File: src/rtl/gmcp_pkg.sv
// gmcp_pkg: widths, reset value and status codes for the gf2m minimal polynomial block
// no dependencies
package gmcp_pkg;
  localparam int MaxDeg = 16;
  localparam int ModW   = 17;
  localparam int ElemW  = 16;
  localparam int PolyW  = 17;
  localparam int LenW   = 5;
  localparam int StW    = 2;
  localparam int DegW   = 5;
  localparam int CntW   = 4;
  localparam int AccW   = 6;

  localparam logic [ModW-1:0] ModReset = 17'd69643;

  localparam logic [StW-1:0] StOk   = 2'd0;
  localparam logic [StW-1:0] StWide = 2'd1;
  localparam logic [StW-1:0] StLoop = 2'd2;
  localparam logic [StW-1:0] StRank = 2'd3;
endpackage

File: src/rtl/gf2m_min_char_poly_top.sv
// gf2m_min_char_poly_top: minimal and characteristic polynomial of a GF(2^n) element
// uses gmcp_pkg; bit-serial multiplier and a rotating row line for the elimination
//
// channel   ports                                              handshake
// config    cfg_wr_en, cfg_wr_data                             write on cfg_wr_en
// input     start, busy, in_element                            beat on start && !busy
// result    out_valid, out_minimal_poly, out_charact_poly,     one-cycle strobe
//           out_frobenius_len, out_status
//
// one item at a time; the shared multiplier takes one bit per cycle for up to n squarings,
// the powers and the n/l carry-less products; the elimination runs on the row line.
// an element out of range reports in the cycle after start. reset is synchronous and
// restores the modulus register; the receiver cannot stall the result.
module gf2m_min_char_poly_top (
  input  logic                        clk,
  input  logic                        rst_n,
  input  logic                        cfg_wr_en,
  input  logic [gmcp_pkg::ModW-1:0]   cfg_wr_data,
  input  logic                        start,
  output logic                        busy,
  input  logic [gmcp_pkg::ElemW-1:0]  in_element,
  output logic                        out_valid,
  output logic [gmcp_pkg::PolyW-1:0]  out_minimal_poly,
  output logic [gmcp_pkg::PolyW-1:0]  out_charact_poly,
  output logic [gmcp_pkg::LenW-1:0]   out_frobenius_len,
  output logic [gmcp_pkg::StW-1:0]    out_status
);

  typedef enum logic [2:0] {
    S_IDLE, S_SQR, S_PWR_WR, S_PWR_MUL, S_ELIM, S_KERN, S_CP
  } state_t;

  localparam int Rows = gmcp_pkg::MaxDeg;
  localparam int PW   = gmcp_pkg::PolyW;
  localparam int DW   = gmcp_pkg::DegW;

  state_t                      state_r;
  logic [gmcp_pkg::ModW-1:0]   mod_r;
  logic [DW-1:0]               n_r;
  logic [gmcp_pkg::ElemW-1:0]  a_r;
  logic [gmcp_pkg::ElemW-1:0]  pw_r;
  logic [DW-1:0]               k_r;
  logic [DW-1:0]               l_r;
  logic [DW-1:0]               j_r;

  logic [PW-1:0]               mul_x_r;
  logic [PW-1:0]               mul_y_r;
  logic [PW-1:0]               mul_acc_r;
  logic [DW-1:0]               mul_bit_r;
  logic                        mul_red_r;
  logic [PW-1:0]               mul_nxt;

  logic [PW-1:0]               rows_r [Rows];
  logic                        used_r [Rows];
  logic [DW-1:0]               pcol_r [Rows];
  logic [PW-1:0]               pivmask_r;
  logic [DW-1:0]               rank_r;
  logic [DW-1:0]               fc_r;
  logic [DW-1:0]               ec_r;
  logic                        efound_r;
  logic                        ffound_r;
  logic [PW-1:0]               epiv_r;
  logic [PW-1:0]               fpiv_r;
  logic [gmcp_pkg::CntW-1:0]   cnt_r;
  logic [PW-1:0]               mp_r;
  logic [gmcp_pkg::AccW-1:0]   accl_r;
  logic [gmcp_pkg::AccW-1:0]   accl_nxt;

  logic                        out_valid_r;
  logic [PW-1:0]               out_mp_r;
  logic [PW-1:0]               out_cp_r;
  logic [gmcp_pkg::LenW-1:0]   out_len_r;
  logic [gmcp_pkg::StW-1:0]    out_st_r;

  logic [DW-1:0]               deg_c;
  logic                        bad_c;
  logic [PW-1:0]               elim_row;
  logic                        is_piv;
  logic                        take;
  logic [DW-1:0]               freecol;
  logic [PW-1:0]               kern;

  assign busy              = (state_r != S_IDLE);
  assign out_valid         = out_valid_r;
  assign out_minimal_poly  = out_mp_r;
  assign out_charact_poly  = out_cp_r;
  assign out_frobenius_len = out_len_r;
  assign out_status        = out_st_r;

  always_comb begin
    deg_c = '0;
    for (int i = 1; i < gmcp_pkg::ModW; i++) begin
      if (mod_r[i]) deg_c = DW'(i);
    end
    bad_c = (deg_c == '0) || ((in_element >> deg_c) != '0);
  end

  // one multiplier step, high bit first
  always_comb begin
    mul_nxt = {mul_acc_r[PW-2:0], 1'b0};
    if (mul_red_r && mul_nxt[n_r]) mul_nxt = mul_nxt ^ mod_r;
    if (mul_y_r[mul_bit_r]) mul_nxt = mul_nxt ^ mul_x_r;
  end

  always_comb begin
    is_piv   = used_r[0] && (pcol_r[0] == ec_r);
    elim_row = rows_r[0];
    if (efound_r && !is_piv && rows_r[0][ec_r]) elim_row = rows_r[0] ^ epiv_r;
    take = 1'b0;
    if (!ffound_r && (fc_r <= l_r) && !used_r[0]) take = elim_row[fc_r];
  end

  always_comb begin
    freecol = '0;
    for (int c = PW - 1; c >= 0; c--) begin
      if ((DW'(c) <= l_r) && !pivmask_r[c]) freecol = DW'(c);
    end
    kern = PW'(1) << freecol;
    for (int i = 0; i < Rows; i++) begin
      if (used_r[i] && rows_r[i][freecol]) kern = kern | (PW'(1) << pcol_r[i]);
    end
    accl_nxt = accl_r + gmcp_pkg::AccW'(l_r);
  end

  always_ff @(posedge clk) begin
    if (!rst_n) begin
      state_r     <= S_IDLE;
      mod_r       <= gmcp_pkg::ModReset;
      out_valid_r <= 1'b0;
    end else begin
      out_valid_r <= 1'b0;
      if (cfg_wr_en) mod_r <= cfg_wr_data;
      unique case (state_r)
        S_IDLE: begin
          if (start) begin
            if (bad_c) begin
              out_valid_r <= 1'b1;
              out_mp_r    <= '0;
              out_cp_r    <= '0;
              out_len_r   <= '0;
              out_st_r    <= gmcp_pkg::StWide;
            end else begin
              n_r       <= deg_c;
              a_r       <= in_element;
              mul_x_r   <= PW'(in_element);
              mul_y_r   <= PW'(in_element);
              mul_acc_r <= '0;
              mul_bit_r <= deg_c - 1'b1;
              mul_red_r <= 1'b1;
              k_r       <= DW'(1);
              pivmask_r <= '0;
              rank_r    <= '0;
              for (int i = 0; i < Rows; i++) begin
                rows_r[i] <= '0;
                used_r[i] <= 1'b0;
                pcol_r[i] <= '0;
              end
              state_r   <= S_SQR;
            end
          end
        end
        S_SQR: begin
          mul_acc_r <= mul_nxt;
          mul_bit_r <= mul_bit_r - 1'b1;
          if (mul_bit_r == '0) begin
            if (mul_nxt == PW'(a_r)) begin
              l_r     <= k_r;
              pw_r    <= gmcp_pkg::ElemW'(1);
              j_r     <= '0;
              state_r <= S_PWR_WR;
            end else if (k_r == n_r) begin
              out_valid_r <= 1'b1;
              out_mp_r    <= '0;
              out_cp_r    <= '0;
              out_len_r   <= '0;
              out_st_r    <= gmcp_pkg::StLoop;
              state_r     <= S_IDLE;
            end else begin
              k_r       <= k_r + 1'b1;
              mul_x_r   <= mul_nxt;
              mul_y_r   <= mul_nxt;
              mul_acc_r <= '0;
              mul_bit_r <= n_r - 1'b1;
            end
          end
        end
        S_PWR_WR: begin
          for (int i = 0; i < Rows; i++) begin
            rows_r[i][j_r] <= pw_r[i];
          end
          if (j_r == l_r) begin
            fc_r     <= '0;
            ec_r     <= '0;
            efound_r <= 1'b0;
            ffound_r <= 1'b0;
            cnt_r    <= '0;
            state_r  <= S_ELIM;
          end else begin
            mul_x_r   <= PW'(pw_r);
            mul_y_r   <= PW'(a_r);
            mul_acc_r <= '0;
            mul_bit_r <= n_r - 1'b1;
            state_r   <= S_PWR_MUL;
          end
        end
        S_PWR_MUL: begin
          mul_acc_r <= mul_nxt;
          mul_bit_r <= mul_bit_r - 1'b1;
          if (mul_bit_r == '0) begin
            pw_r    <= mul_nxt[gmcp_pkg::ElemW-1:0];
            j_r     <= j_r + 1'b1;
            state_r <= S_PWR_WR;
          end
        end
        S_ELIM: begin
          // eliminate column ec_r and search a pivot for column fc_r in one pass
          for (int i = 0; i < Rows - 1; i++) begin
            rows_r[i] <= rows_r[i+1];
            used_r[i] <= used_r[i+1];
            pcol_r[i] <= pcol_r[i+1];
          end
          rows_r[Rows-1] <= elim_row;
          used_r[Rows-1] <= used_r[0] | take;
          pcol_r[Rows-1] <= take ? fc_r : pcol_r[0];
          if (take) begin
            ffound_r <= 1'b1;
            fpiv_r   <= elim_row;
          end
          cnt_r <= cnt_r + 1'b1;
          if (cnt_r == '1) begin
            ec_r     <= fc_r;
            epiv_r   <= take ? elim_row : fpiv_r;
            efound_r <= ffound_r | take;
            ffound_r <= 1'b0;
            if (ffound_r | take) begin
              pivmask_r[fc_r] <= 1'b1;
              rank_r          <= rank_r + 1'b1;
            end
            fc_r <= fc_r + 1'b1;
            if (fc_r == l_r + 1'b1) state_r <= S_KERN;
          end
        end
        S_KERN: begin
          if (rank_r != l_r) begin
            out_valid_r <= 1'b1;
            out_mp_r    <= '0;
            out_cp_r    <= '0;
            out_len_r   <= l_r;
            out_st_r    <= gmcp_pkg::StRank;
            state_r     <= S_IDLE;
          end else begin
            mp_r      <= kern;
            mul_x_r   <= PW'(1);
            mul_y_r   <= kern;
            mul_acc_r <= '0;
            mul_bit_r <= DW'(PW - 1);
            mul_red_r <= 1'b0;
            accl_r    <= gmcp_pkg::AccW'(l_r);
            state_r   <= S_CP;
          end
        end
        S_CP: begin
          mul_acc_r <= mul_nxt;
          mul_bit_r <= mul_bit_r - 1'b1;
          if (mul_bit_r == '0) begin
            if (accl_nxt <= gmcp_pkg::AccW'(n_r)) begin
              accl_r    <= accl_nxt;
              mul_x_r   <= mul_nxt;
              mul_acc_r <= '0;
              mul_bit_r <= DW'(PW - 1);
            end else begin
              out_valid_r <= 1'b1;
              out_mp_r    <= mp_r;
              out_cp_r    <= mul_nxt;
              out_len_r   <= l_r;
              out_st_r    <= gmcp_pkg::StOk;
              state_r     <= S_IDLE;
            end
          end
        end
        default: state_r <= S_IDLE;
      endcase
    end
  end

endmodule

File: config.mk
export PLATFORM = sky130hd
export DESIGN_NAME = gf2m_min_char_poly_top
export DESIGN_NICKNAME = d
export VERILOG_FILES = /design/src/rtl/gmcp_pkg.sv /design/src/rtl/gf2m_min_char_poly_top.sv
export SDC_FILE = /design/constraint.sdc
export NUM_CORES = 2
export LEC_CHECK = 0
export BUFFER_PORTS_ARGS = -buffer_cell sky130_fd_sc_hd__buf_4
export CORE_MARGIN = 8
export CORE_UTILIZATION = 40
export CTS_BUF_LIST = sky130_fd_sc_hd__clkbuf_4
export DETAILED_ROUTE_END_ITERATION = 10
export REMOVE_ABC_BUFFERS = 1
export SLEW_MARGIN = 25
export SYNTH_ARGS = -nofsm -noshare
export SYNTH_HDL_FRONTEND = slang
export SYNTH_SLANG_ARGS = --single-unit
export TNS_END_PERCENT = 100
File: constraint.sdc
create_clock -name clk -period 8.1 [get_ports clk]
set_clock_uncertainty 0.2 [all_clocks]
set_input_delay 0.405 -clock clk [delete_from_list [all_inputs] [get_ports clk]]
set_output_delay 0.405 -clock clk [all_outputs]
set_load 0.005 [all_outputs]
==> impl_metrics.json <==
{
  "status": "finished, final reports clean",
  "critPathKind": "flop to flop",
  "end_kind": "flop",
  "timing.rr.start": "l_r[0]",
  "numCtsBuffers": 176,
  "syn-mean-instance-area_um2": 9.978,
  "vias_per_cell": 6.531,
  "grt_start_max_net_pins": 97,
  "drc_errors": 0,
  "setup-tns-final_ns": 0,
  "wirelength_mm": 179.2,
  "die-area_um2": 104200,
  "internal-power_mw": 5.756,
  "num-nets-final": 4053,
  "wl_per_cell_um": 33.38,
  "power.total_mw": 8.386,
  "setup_viol": 0,
  "start_kind": "flop",
  "r2r-end": "mul_y_r[6]",
  "grt_usage": 0.3346,
  "max_stage_delay_ns": 0.88,
  "postLayoutCellArea_um2": 43090,
  "path_cells": "inv_1 -> ha_1 -> a2111oi_2 -> o21ai_1 -> a211o_1 -> nor3_2 -> nor3_4 -> buf_4 -> a2111oi_0 -> o32a_1 -> a2111oi_1 -> a2111oi_0 -> o311ai_1 -> or4_1 -> a21o_1",
  "finalCritPeriodShare": 0.9015,
  "cts_setup_buffers": 0,
  "postSynthCellCount": 3772,
  "slowest_stage": "a2111oi_0",
  "critPathMaxFanout": 21,
  "final_cells": 5370,
  "rr_worst_depth": 15,
  "hold_depth": 4,
  "dieWidth_um": 322.8,
  "rsz0062_at_grt": "no",
  "clk_latency_ns": 1.17,
  "vias": 35070,
  "first_iter_violations": 5379,
  "switching_share": 0.3136,
  "crit_required_ns": 8.73,
  "drv_cap": 0,
  "overflow": 0,
  "netlist_area_um2": 37640,
  "clock_sinks": 633,
  "seq_power_share": 0.480,
  "worstHoldEndpoint": "mul_x_r[6]",
  "ys_ff_latch": 633,
  "die_y_um": 322.8,
  "timing.slew.headroom": 0.2281,
  "grt_pass1_wl_mm": 250.7,
  "finalCriticalPeriod_ns": 7.302,
  "synth-warning-count": 0,
  "rows": 112,
  "arrival_ns": 7.94,
  "start_util": 0.4033,
  "place_congestion": 1.067,
  "finish.utilization": 0.4617,
  "grt_pass1_vias": 33150,
  "pwr-share-comb": 0.159,
  "port-buffer-count": 79,
  "clk_path_buf_depth": 3,
  "synth_cell_types": 105,
  "crit_path_frequent_cell": "a2111oi_0",
  "switchingPower_mw": 2.630,
  "num-fill-cells": 8919,
  "fin_hold_ws_ns": 0.1244,
  "hp-class": "primary input to flop",
  "powerDensity_nw_per_um2": 194.6,
  "p_leak_nw": 15.04,
  "r2r_slack_ns": 0.80,
  "report.final.hold_viol_count": 0,
  "worstMarginPinSlew_ns": 1.158,
  "ys_seq_area_frac": 0.4994,
  "synth_edf_count": 612,
  "layout-drive-gt1-share": 0.1495,
  "cts_tree": "built",
  "holdCritStartpoint": "in_element[6]",
  "report.final.slew_viol_count": 0,
  "dp.cells": 4949,
  "clk_pin_slew_ns": 0.06,
  "vdd_drop_max_mv": 0.1240,
  "async_flop_share": 0,
  "grt_antenna_before_repair": 7,
  "io_pins": 80,
  "cp-startpoint": "l_r[0]",
  "layout_setup_ws_ns": 0.7977,
  "hpwl_mm": 133.1,
  "max_freq_ghz": 0.1369,
  "ant_nets": 0,
  "dpl_cell_area_um2": 39710,
  "syn_to_final_growth_pct": 14.48,
  "clockRootBuffer": "clkbuf_4",
  "cts_max_level": 4,
  "p_clk_frac": 0.361,
  "dp_slack_ns": 1.165,
  "first_pass_iters": 6,
  "synth_flop_cell": "edfxtp_1",
  "core_um2": 93330
}
[registers in the layout, indices dropped and copies added, names as in the netlist, 6 cells and up]
signal            cells
mul_acc_r            16
pw_r                 16
mp_r                 17
mul_y_r              17
pivmask_r            17
out_minimal_poly     17
accl_r                6
fpiv_r               17
out_charact_poly     17
used_r               16
pcol_r               80
epiv_r               17
mod_r                17
rows_r              272
a_r                  16
mul_x_r              17
[critical path: cells and delay by family (launching register included)]
family	cells	cell delay (ns)
AND/OR/NAND/NOR	3	1.31
buffers and inverters	2	0.49
flip-flops	1	0.81
AO/OA/AOI/OAI	9	3.84
adder cells (fa/ha/maj)	1	0.34
[synth_stat cells, types with 60 or more instances]
master / n / area, um^2
edfxtp_1: 612 / 18380
nand2_1: 569 / 2136
nor2_1: 299 / 1122
o21ai_0: 193 / 965.9
clkbuf_1: 183 / 686.9
a22o_1: 165 / 1445
nand3_1: 142 / 710.7
a21oi_1: 125 / 625.6
nor3_1: 102 / 510.5
and3_1: 97 / 606.8
nor2b_1: 74 / 462.9
and2_1: 61 / 381.6
inv_1: 61 / 229.0
xnor2_1: 60 / 525.5
[what timing repair did]
item	in CTS	in global routing
gates resized for setup	0	0
hold endpoints to repair	246	0
hold buffers	105	0
[layer usage]
metal	vias up	global-route usage	wire, um
li1	14880	-	-
met1	17350	0.4550	72330
met2	2380	0.4877	75870
met3	463	0.1053	22240
met4	4	0.1474	8764
met5	-	0	25
[final cells by class]
type	count	area, um^2	area share
flip-flops and latches	633	18800	0.4363
well taps	1254	1569	0.03641
clock inverters	52	309.0	0.007172
clock buffers	257	1929	0.04478
multi-input cells	2805	17640	0.4094
diodes	2	5.005	0.0001162
repair buffers	301	2579	0.05985
inverters	66	257.7	0.005982
[power by group through the flow]
stage | sequential [mW] | combinational, mW | clock, mW
5_1_grt | 4.03 | 1.39 | 3.23
6_report | 4.03 | 1.34 | 3.02
3_3_place_gp | 4.08 | 1.23 | 0
4_1_cts | 4.01 | 1.28 | 3.07
2_1_floorplan | 3.99 | 0.678 | 0
3_5_place_dp | 4.08 | 1.22 | 0
[cell families after synthesis]
family	Yosys count	share of synthesized area
adder cells (fa/ha/maj)	33	0.01117
multiplexers	89	0.03042
XOR/XNOR	116	0.02935
AND/OR/NAND/NOR	1636	0.2106
AO/OA/AOI/OAI	931	0.1817
flip-flops	633	0.4994
buffers and inverters	334	0.03730
[worst max-delay path by stage]
| stage | end | slack (ns) | cells after the start |
|---|---|---|---|
| 2_1_floorplan | pcol_r[0][0] | -6.12 | 6 |
| 3_3_place_gp | mul_y_r[6] | 1.33 | 15 |
| 3_5_place_dp | mul_y_r[6] | 1.16 | 15 |
| 4_1_cts | mul_y_r[6] | 1.09 | 15 |
| 5_1_grt | mul_y_r[6] | 0.74 | 15 |
| 6_report | mul_y_r[6] | 0.80 | 15 |
[placed cells by master, fill, tap and decap left out, drive strengths merged, types with 74 or more instances in the layout]
cell type | netlist | layout
nand3 | 142 | 142
and3 | 97 | 97
dlygate4sd3 | 0 | 105
a21oi | 127 | 127
clkbuf | 183 | 258
nor3 | 106 | 106
edfxtp | 612 | 612
nor2b | 74 | 74
nor2 | 304 | 304
nand2 | 570 | 570
buf | 85 | 195
o21ai | 198 | 198
a22o | 165 | 165
(Power assumes the default switching activity.)
